===== config.mk =====
export PLATFORM = sky130hd
export DESIGN_NAME = scrl_stats
export DESIGN_NICKNAME = d
export VERILOG_FILES = /design/src/hdl/scrl_pkg.sv /design/src/hdl/scrl_stats.sv
export SDC_FILE = /design/constraint.sdc
export NUM_CORES = 2
export LEC_CHECK = 0
export ABC_AREA = 1
export BUFFER_PORTS_ARGS = -buffer_cell sky130_fd_sc_hd__buf_4
export CAP_MARGIN = 0
export CORE_UTILIZATION = 45
export DETAILED_ROUTE_END_ITERATION = 16
export GPL_ROUTABILITY_DRIVEN = 1
export SKIP_LAST_GASP = 1
export SLEW_MARGIN = 0
export SYNTH_ARGS = -nofsm -noshare
export SYNTH_HDL_FRONTEND = slang
export SYNTH_SLANG_ARGS = --single-unit

===== constraint.sdc =====
create_clock -name clk -period 25.1 [get_ports clk]
set_input_delay 2.51 -clock clk [delete_from_list [all_inputs] [get_ports clk]]
set_output_delay 2.51 -clock clk [all_outputs]
set_load 0.02 [all_outputs]

===== src/hdl/scrl_pkg.sv =====
// Shared types, codes and the CRC-8 step for the serial command/response link.
`default_nettype none

package scrl_pkg;

  localparam int NUM_DEVICES  = 16;
  localparam int REPLY_LENGTH = 11;
  localparam int DEV_AW       = (NUM_DEVICES > 1) ? $clog2(NUM_DEVICES) : 1;

  localparam logic [7:0] START_MARK  = 8'hAA;
  localparam logic [7:0] CRC_POLY    = 8'h07;
  localparam logic [2:0] MAX_PAYLOAD = 3'd5;
  // index of the reply CRC byte
  localparam logic [3:0] LAST_INDEX  = 4'(REPLY_LENGTH - 1);
  localparam logic [19:0] TIMEOUT_RESET = 20'd5000;

  localparam logic [1:0] ACT_SEND  = 2'd0;
  localparam logic [1:0] ACT_BYTE  = 2'd1;
  localparam logic [1:0] ACT_TICK  = 2'd2;
  localparam logic [1:0] ACT_STATS = 2'd3;

  localparam logic [2:0] KIND_TX      = 3'd0;
  localparam logic [2:0] KIND_GOOD    = 3'd1;
  localparam logic [2:0] KIND_CRC_ERR = 3'd2;
  localparam logic [2:0] KIND_TIMEOUT = 3'd3;
  localparam logic [2:0] KIND_STATS   = 3'd4;

  localparam logic [1:0] CNT_SENT     = 2'd0;
  localparam logic [1:0] CNT_RECEIVED = 2'd1;
  localparam logic [1:0] CNT_CRC_ERR  = 2'd2;
  localparam logic [1:0] CNT_TIMEOUT  = 2'd3;

  typedef enum logic [2:0] {
    OP_TX,
    OP_GOOD,
    OP_CRC_ERR,
    OP_TIMEOUT,
    OP_STATS
  } op_t;

  typedef struct packed {
    logic [31:0] sent;
    logic [31:0] received;
    logic [31:0] crc_errors;
    logic [31:0] timeouts;
    logic [31:0] lat_last;
    logic [31:0] lat_avg;
    logic [31:0] lat_peak;
  } stats_word_t;

  typedef struct packed {
    logic [3:0]  rd_addr;
    logic        commit;
    op_t         op;
    logic [3:0]  addr;
    logic [31:0] elapsed;
  } stats_req_t;

  function automatic logic [7:0] crc_add(input logic [7:0] crc, input logic [7:0] b);
    logic [7:0] v;
    v = crc ^ b;
    for (int i = 0; i < 8; i++) begin
      v = v[7] ? ({v[6:0], 1'b0} ^ CRC_POLY) : {v[6:0], 1'b0};
    end
    return v;
  endfunction

  localparam logic [7:0] START_CRC = crc_add(8'h00, START_MARK);

endpackage

`default_nettype wire


===== src/hdl/scrl_stats.sv =====
// Per-address counter and latency store: synchronous memory with read-modify-write.
`default_nettype none

module scrl_stats (
  input  wire logic                  clk,
  input  wire logic                  rst,
  input  wire scrl_pkg::stats_req_t  req,
  output scrl_pkg::stats_word_t      view
);

  scrl_pkg::stats_word_t mem [scrl_pkg::NUM_DEVICES];
  logic [scrl_pkg::NUM_DEVICES-1:0] seen;

  scrl_pkg::stats_word_t rd_word;
  scrl_pkg::stats_word_t fwd_word;
  scrl_pkg::stats_word_t cur;
  scrl_pkg::stats_word_t upd;
  logic                  rd_seen;
  logic                  fwd_hit;
  logic                  kept;
  logic                  we;
  logic [scrl_pkg::DEV_AW-1:0] ra;
  logic [scrl_pkg::DEV_AW-1:0] wa;
  logic [34:0]           avg_sum;

  assign ra   = req.rd_addr[scrl_pkg::DEV_AW-1:0];
  assign wa   = req.addr[scrl_pkg::DEV_AW-1:0];
  assign kept = {1'b0, req.addr} < 5'(scrl_pkg::NUM_DEVICES);
  assign we   = req.commit && kept && (req.op != scrl_pkg::OP_STATS);

  // entries never written read as zero; a write on the previous edge to the
  // entry just read is taken from the bypass register
  always_comb begin
    if (fwd_hit) begin
      cur = fwd_word;
    end else if (rd_seen) begin
      cur = rd_word;
    end else begin
      cur = '0;
    end
  end

  // avg*8 - avg + new, kept to 35 bits
  assign avg_sum = {cur.lat_avg, 3'b000} - {3'b000, cur.lat_avg} + {3'b000, req.elapsed};

  always_comb begin
    upd = cur;
    case (req.op)
      scrl_pkg::OP_TX: begin
        upd.sent = cur.sent + 32'd1;
      end
      scrl_pkg::OP_GOOD: begin
        upd.received = cur.received + 32'd1;
        upd.lat_last = req.elapsed;
        upd.lat_avg  = avg_sum[34:3];
        if (req.elapsed > cur.lat_peak) begin
          upd.lat_peak = req.elapsed;
        end
      end
      scrl_pkg::OP_CRC_ERR: begin
        upd.crc_errors = cur.crc_errors + 32'd1;
      end
      scrl_pkg::OP_TIMEOUT: begin
        upd.timeouts = cur.timeouts + 32'd1;
      end
      default: begin
        upd = cur;
      end
    endcase
  end

  always_comb begin
    if (!kept) begin
      view = '0;
    end else if (req.op == scrl_pkg::OP_STATS) begin
      view = cur;
    end else begin
      view = upd;
    end
  end

  always_ff @(posedge clk) begin
    if (we) begin
      mem[wa] <= upd;
    end
    rd_word  <= mem[ra];
    fwd_word <= upd;
  end

  always_ff @(posedge clk) begin
    if (rst) begin
      seen    <= '0;
      rd_seen <= 1'b0;
      fwd_hit <= 1'b0;
    end else begin
      if (we) begin
        seen[wa] <= 1'b1;
      end
      rd_seen <= seen[ra];
      fwd_hit <= we && (wa == ra);
    end
  end

  a_seen_after_write: assert property (@(posedge clk) disable iff (rst)
    we |=> seen[$past(wa)])
    else $error("written entry not marked valid");

  a_bypass_needs_write: assert property (@(posedge clk) disable iff (rst)
    fwd_hit |-> $past(we) && $past(req.commit))
    else $error("bypass taken without a preceding write");

endmodule

`default_nettype wire


==> results by group <==
Clock tree
  • Cts hold-fix bufs: 0
  • Num CTS Buffers: 393
  • Worst-path clk slew: ~0.060 ns
  • PostCTS Resize Cnt: 0
  • Clk Latency, worst-skew pair: roughly 0.96 ns
  • Post-CTS setup buffers: 0
  • # H-tree levels: 5
  • CTS Root Buffer Type: clkbuf_16
  • CTS Sinks: slightly above 4k
  • CTS Buffer Depth: 4
  • CTS tree: yes

Worst setup path
  • CP startpoint kind: register
  • Arrival time at the worst endpoint: roughly 7 ns
  • Crit path top cell by count: nand2_1
  • CP max FO: 77
  • Buf/Inv on CP: 2
  • CP max stage delay: a little under 1 ns
  • CP Capture Type: output pin
  • Top cell family by delay on the critical path: simple AND/OR/NAND/NOR gates
  • Worst Path Required: roughly 23 ns
  • Setup CP Type: reg -> out
  • Slowest-stage cell, CP: nand2_1
  • Critical path, cell by cell: nor2_8, buf_4, a22oi_1, ha_1, nand2_1, nor2_1, nand2_1, nor4_1, nand2_1, nand2_1, nand2_1, nand2_1, nand2_1, buf_4

Yosys
  • Yosys top cell by area: edfxtp_1
  • Seq/Total Area, Yosys: 0.736
  • EDFF count, synth: roughly 3.6k
  • Synth warn: 0
  • Async S/R FF share, synth: 0
  • Largest cells by area after synthesis: edfxtp_1 (68%), o21ai_0 (6.7%), dfxtp_1 (5.9%), nor2_1 (5.0%), o22ai_1 (2.3%)
  • Cells after Synth: between 10k and 15k
  • Mean Syn Cell Area: between 10 and 15 sq um
  • Post-synth top area share: 0.677
  • Mapped Area: 159000 sq um
  • Top FF cell, synth: edfxtp_1
  • Synthesized Nets: about 12k
  • #FFs+latches synth: about 4.1k
  • Distinct cells, synth: a little under 60

Routing
  • DR WL/cell: 27.2 um
  • Final ANT Viol Nets: 0
  • TritonRoute pass-1 iters: 8
  • DR DRC count: 0
  • Via Count: approximately 100k
  • Total length of routed wires: about 480 mm
  • DR iter-0 viols: roughly 12k
  • Post-DR vias/cell: 5.98

Floorplanning
  • Core area: ~350000 sq um
  • Io pins: 270
  • Num rows: around 220
  • DIE HEIGHT: 596 um
  • Initial Utilization: 0.454
  • Die ar.: ~360000 sq um
  • Die X: around 600 um

STA
  • Worst-Margin Slew: between 1 and 1.5 ns
  • Min Tclk post-route: 9.60 ns
  • Slew HR: 0.0794
  • Fin Setup TNS: 0 ns
  • Fin crit share: 0.383
  • Setup-failing EPs final: 0
  • Fin. max-slew vios: 0
  • Max Freq: around 100 MHz
  • RSZ-0062 raised after global routing: false
  • Final Hold Viols: 0
  • Worst Skew: 0.0407 ns

Layout
  • Most frequent cells in the layout: edfxtp_1 (3584), o21ai_0 (2098), nor2_1 (2092)
  • Commonest non-fill, non-tap cell in the layout: edfxtp_1
  • Fraction of layout cells with a size suffix above 1: 0.0980
  • Filler cells: around 29k
  • P&R area growth vs syn: 12.7%
  • Final instance area: between 150000 and 200000 sq um
  • Layout Nets: about 13k

GRT
  • Vias in the first global route: 101k
  • Global-route wire length before repair: about 690 mm
  • Met3 Use GR: 0.0330
  • Met2 GRT Util: 0.423
  • GR Layer Usage met1: 0.355
  • GRT Overall Usage: 0.260
  • GRT Max-Usage Layer: met2
  • Initial antenna violation count: 19
  • GR Overflow Total: 0
  • Pin count of the biggest net entering global routing: 236

Place
  • I/O Buffers: about 270
  • Placer Congestion: 0.932
  • Hpwl dp: between 200 and 300 mm
  • Dpl cell area: roughly 170000 sq um

Min path
  • HP Class: reg -> reg

Pwr
  • P_leak: between 60 and 70 nW
  • Internal: around 11 mW
  • Clock power frac: 0.406
  • Power per standard cell area: between 80 and 90 nW/um^2
  • VDD IR max: about 0.065 mV
  • Total net switching power: approximately 3.4 mW
  • Gate power share: 0.076
  • Sequential Power Share: 0.518
  • Switching share of power: 0.232

Status
  • Status: finished clean

Flow run
  • MaxCap Viol Count: 0
power groups by stage:
stage / registers (mW) / clock network (mW) / logic [mW]
6_report: 7.58 / 5.95 / 1.11
3_3_place_gp: 7.72 / 0 / 1.07
4_1_cts: 7.58 / 6.02 / 1.10
2_1_floorplan: 7.71 / 0 / 0.658
3_5_place_dp: 7.72 / 0 / 1.09
5_1_grt: 7.59 / 6.27 / 1.19
synthesized netlist by cell type (6+ instances only):
master	number
a21oi_1	68
inv_2	9
o21a_1	12
edfxtp_1	3584
dfxtp_1	466
nand2_1	830
buf_6	12
o22ai_1	589
buf_4	6
nand4_1	28
a22oi_1	102
ha_1	71
buf_1	27
o221ai_1	383
nor2_2	13
o31ai_1	12
o21ai_0	2114
nor2_4	10
xor2_1	105
nor3_4	8
nand2_2	38
buf_2	38
inv_1	311
xnor2_1	88
nor3_2	6
o32ai_1	6
fa_1	28
o211ai_1	187
nand3_1	180
nor3_1	34
clkbuf_1	743
a22o_1	18
mux2i_1	38
nor2_1	2108
a31oi_1	19
worst paths after layout:
check / slack, ns / to / from / cells after the start
setup / recovery: 15.50 / view[0] / fwd_hit / 14
hold / removal: 0.46 / seen[9] / seen[9] / 2
setup reg to reg: 18.12 / mem[6][12] / fwd_hit / 13
hold reg to reg: 0.46 / seen[9] / seen[9] / 2
cell families (layout without fill, tap and decap cells):
logic type / after synthesis / after routing / synth area share
buf+inv: 1146 / 1575 / 0.0281
xor+xnor: 193 / 193 / 0.0106
flops: 4050 / 4050 / 0.736
mux: 38 / 38 / 0.00239
simple gates: 3289 / 3289 / 0.0832
compound gates: 3532 / 3532 / 0.131
other cells: 0 / 12 / 0
fa+ha+maj: 99 / 99 / 0.00911
stage by stage:
stage / hold WS (ns) / std cells / power [mW] / util / setup WS [ns]
finish: 0.463 / 17500 / 14.6 / 0.511 / 15.50
global route: 0.491 / 17500 / 15.0 / 0.511 / 15.20
CTS: 0.469 / 17500 / 14.7 / 0.511 / 15.70
detailed placement: 0.455 / 16800 / 8.81 / 0.474 / 16.25
global placement: 0.444 / 16800 / 8.79 / 0.474 / 16.29
floorplan: 0.435 / 12300 / 8.36 / - / 12.10
flip-flops by register name (all words and copies together) (netlist names):
name and count:
mem 3584, fwd_hit 1, rd_seen 1, rd_word 224
fwd_word 224, seen 16
layout make-up:
cell class / count / area (sq um) / share of cell area
Tap cell: 4708 / 5890 / 0.0329
Antenna cell: 12 / 30.0 / 0.000168
Inverter: 320 / 1230 / 0.00688
Sequential cell: 4050 / 117000 / 0.653
Timing Repair Buffer: 524 / 4280 / 0.0239
Clock buffer: 534 / 11000 / 0.0612
Clock inverter: 197 / 2020 / 0.0113
Multi-Input combinational cell: 7151 / 37800 / 0.211
per-layer routing:
metal  wire [um]  vias to the layer above
met1      195000                    53400
met2      224000                     4392
met3       35400                      795
met5          13                        -
li1            -                    46000
met4       21900                        2
worst reg2reg max path: stages (launching register included):
cell and delay [ns]:
dfxtp_4 0.57, nor2_8 0.47, buf_4 0.80, a22oi_1 0.35, ha_1 0.39, nand2_1 0.05
nor2_1 0.12, nand2_1 0.14, nor4_1 0.67, nand2_1 0.15, nand2_1 0.83, nand2_1 0.97
nand2_1 0.30, nand2_1 0.59
(Power assumes the default switching activity.)
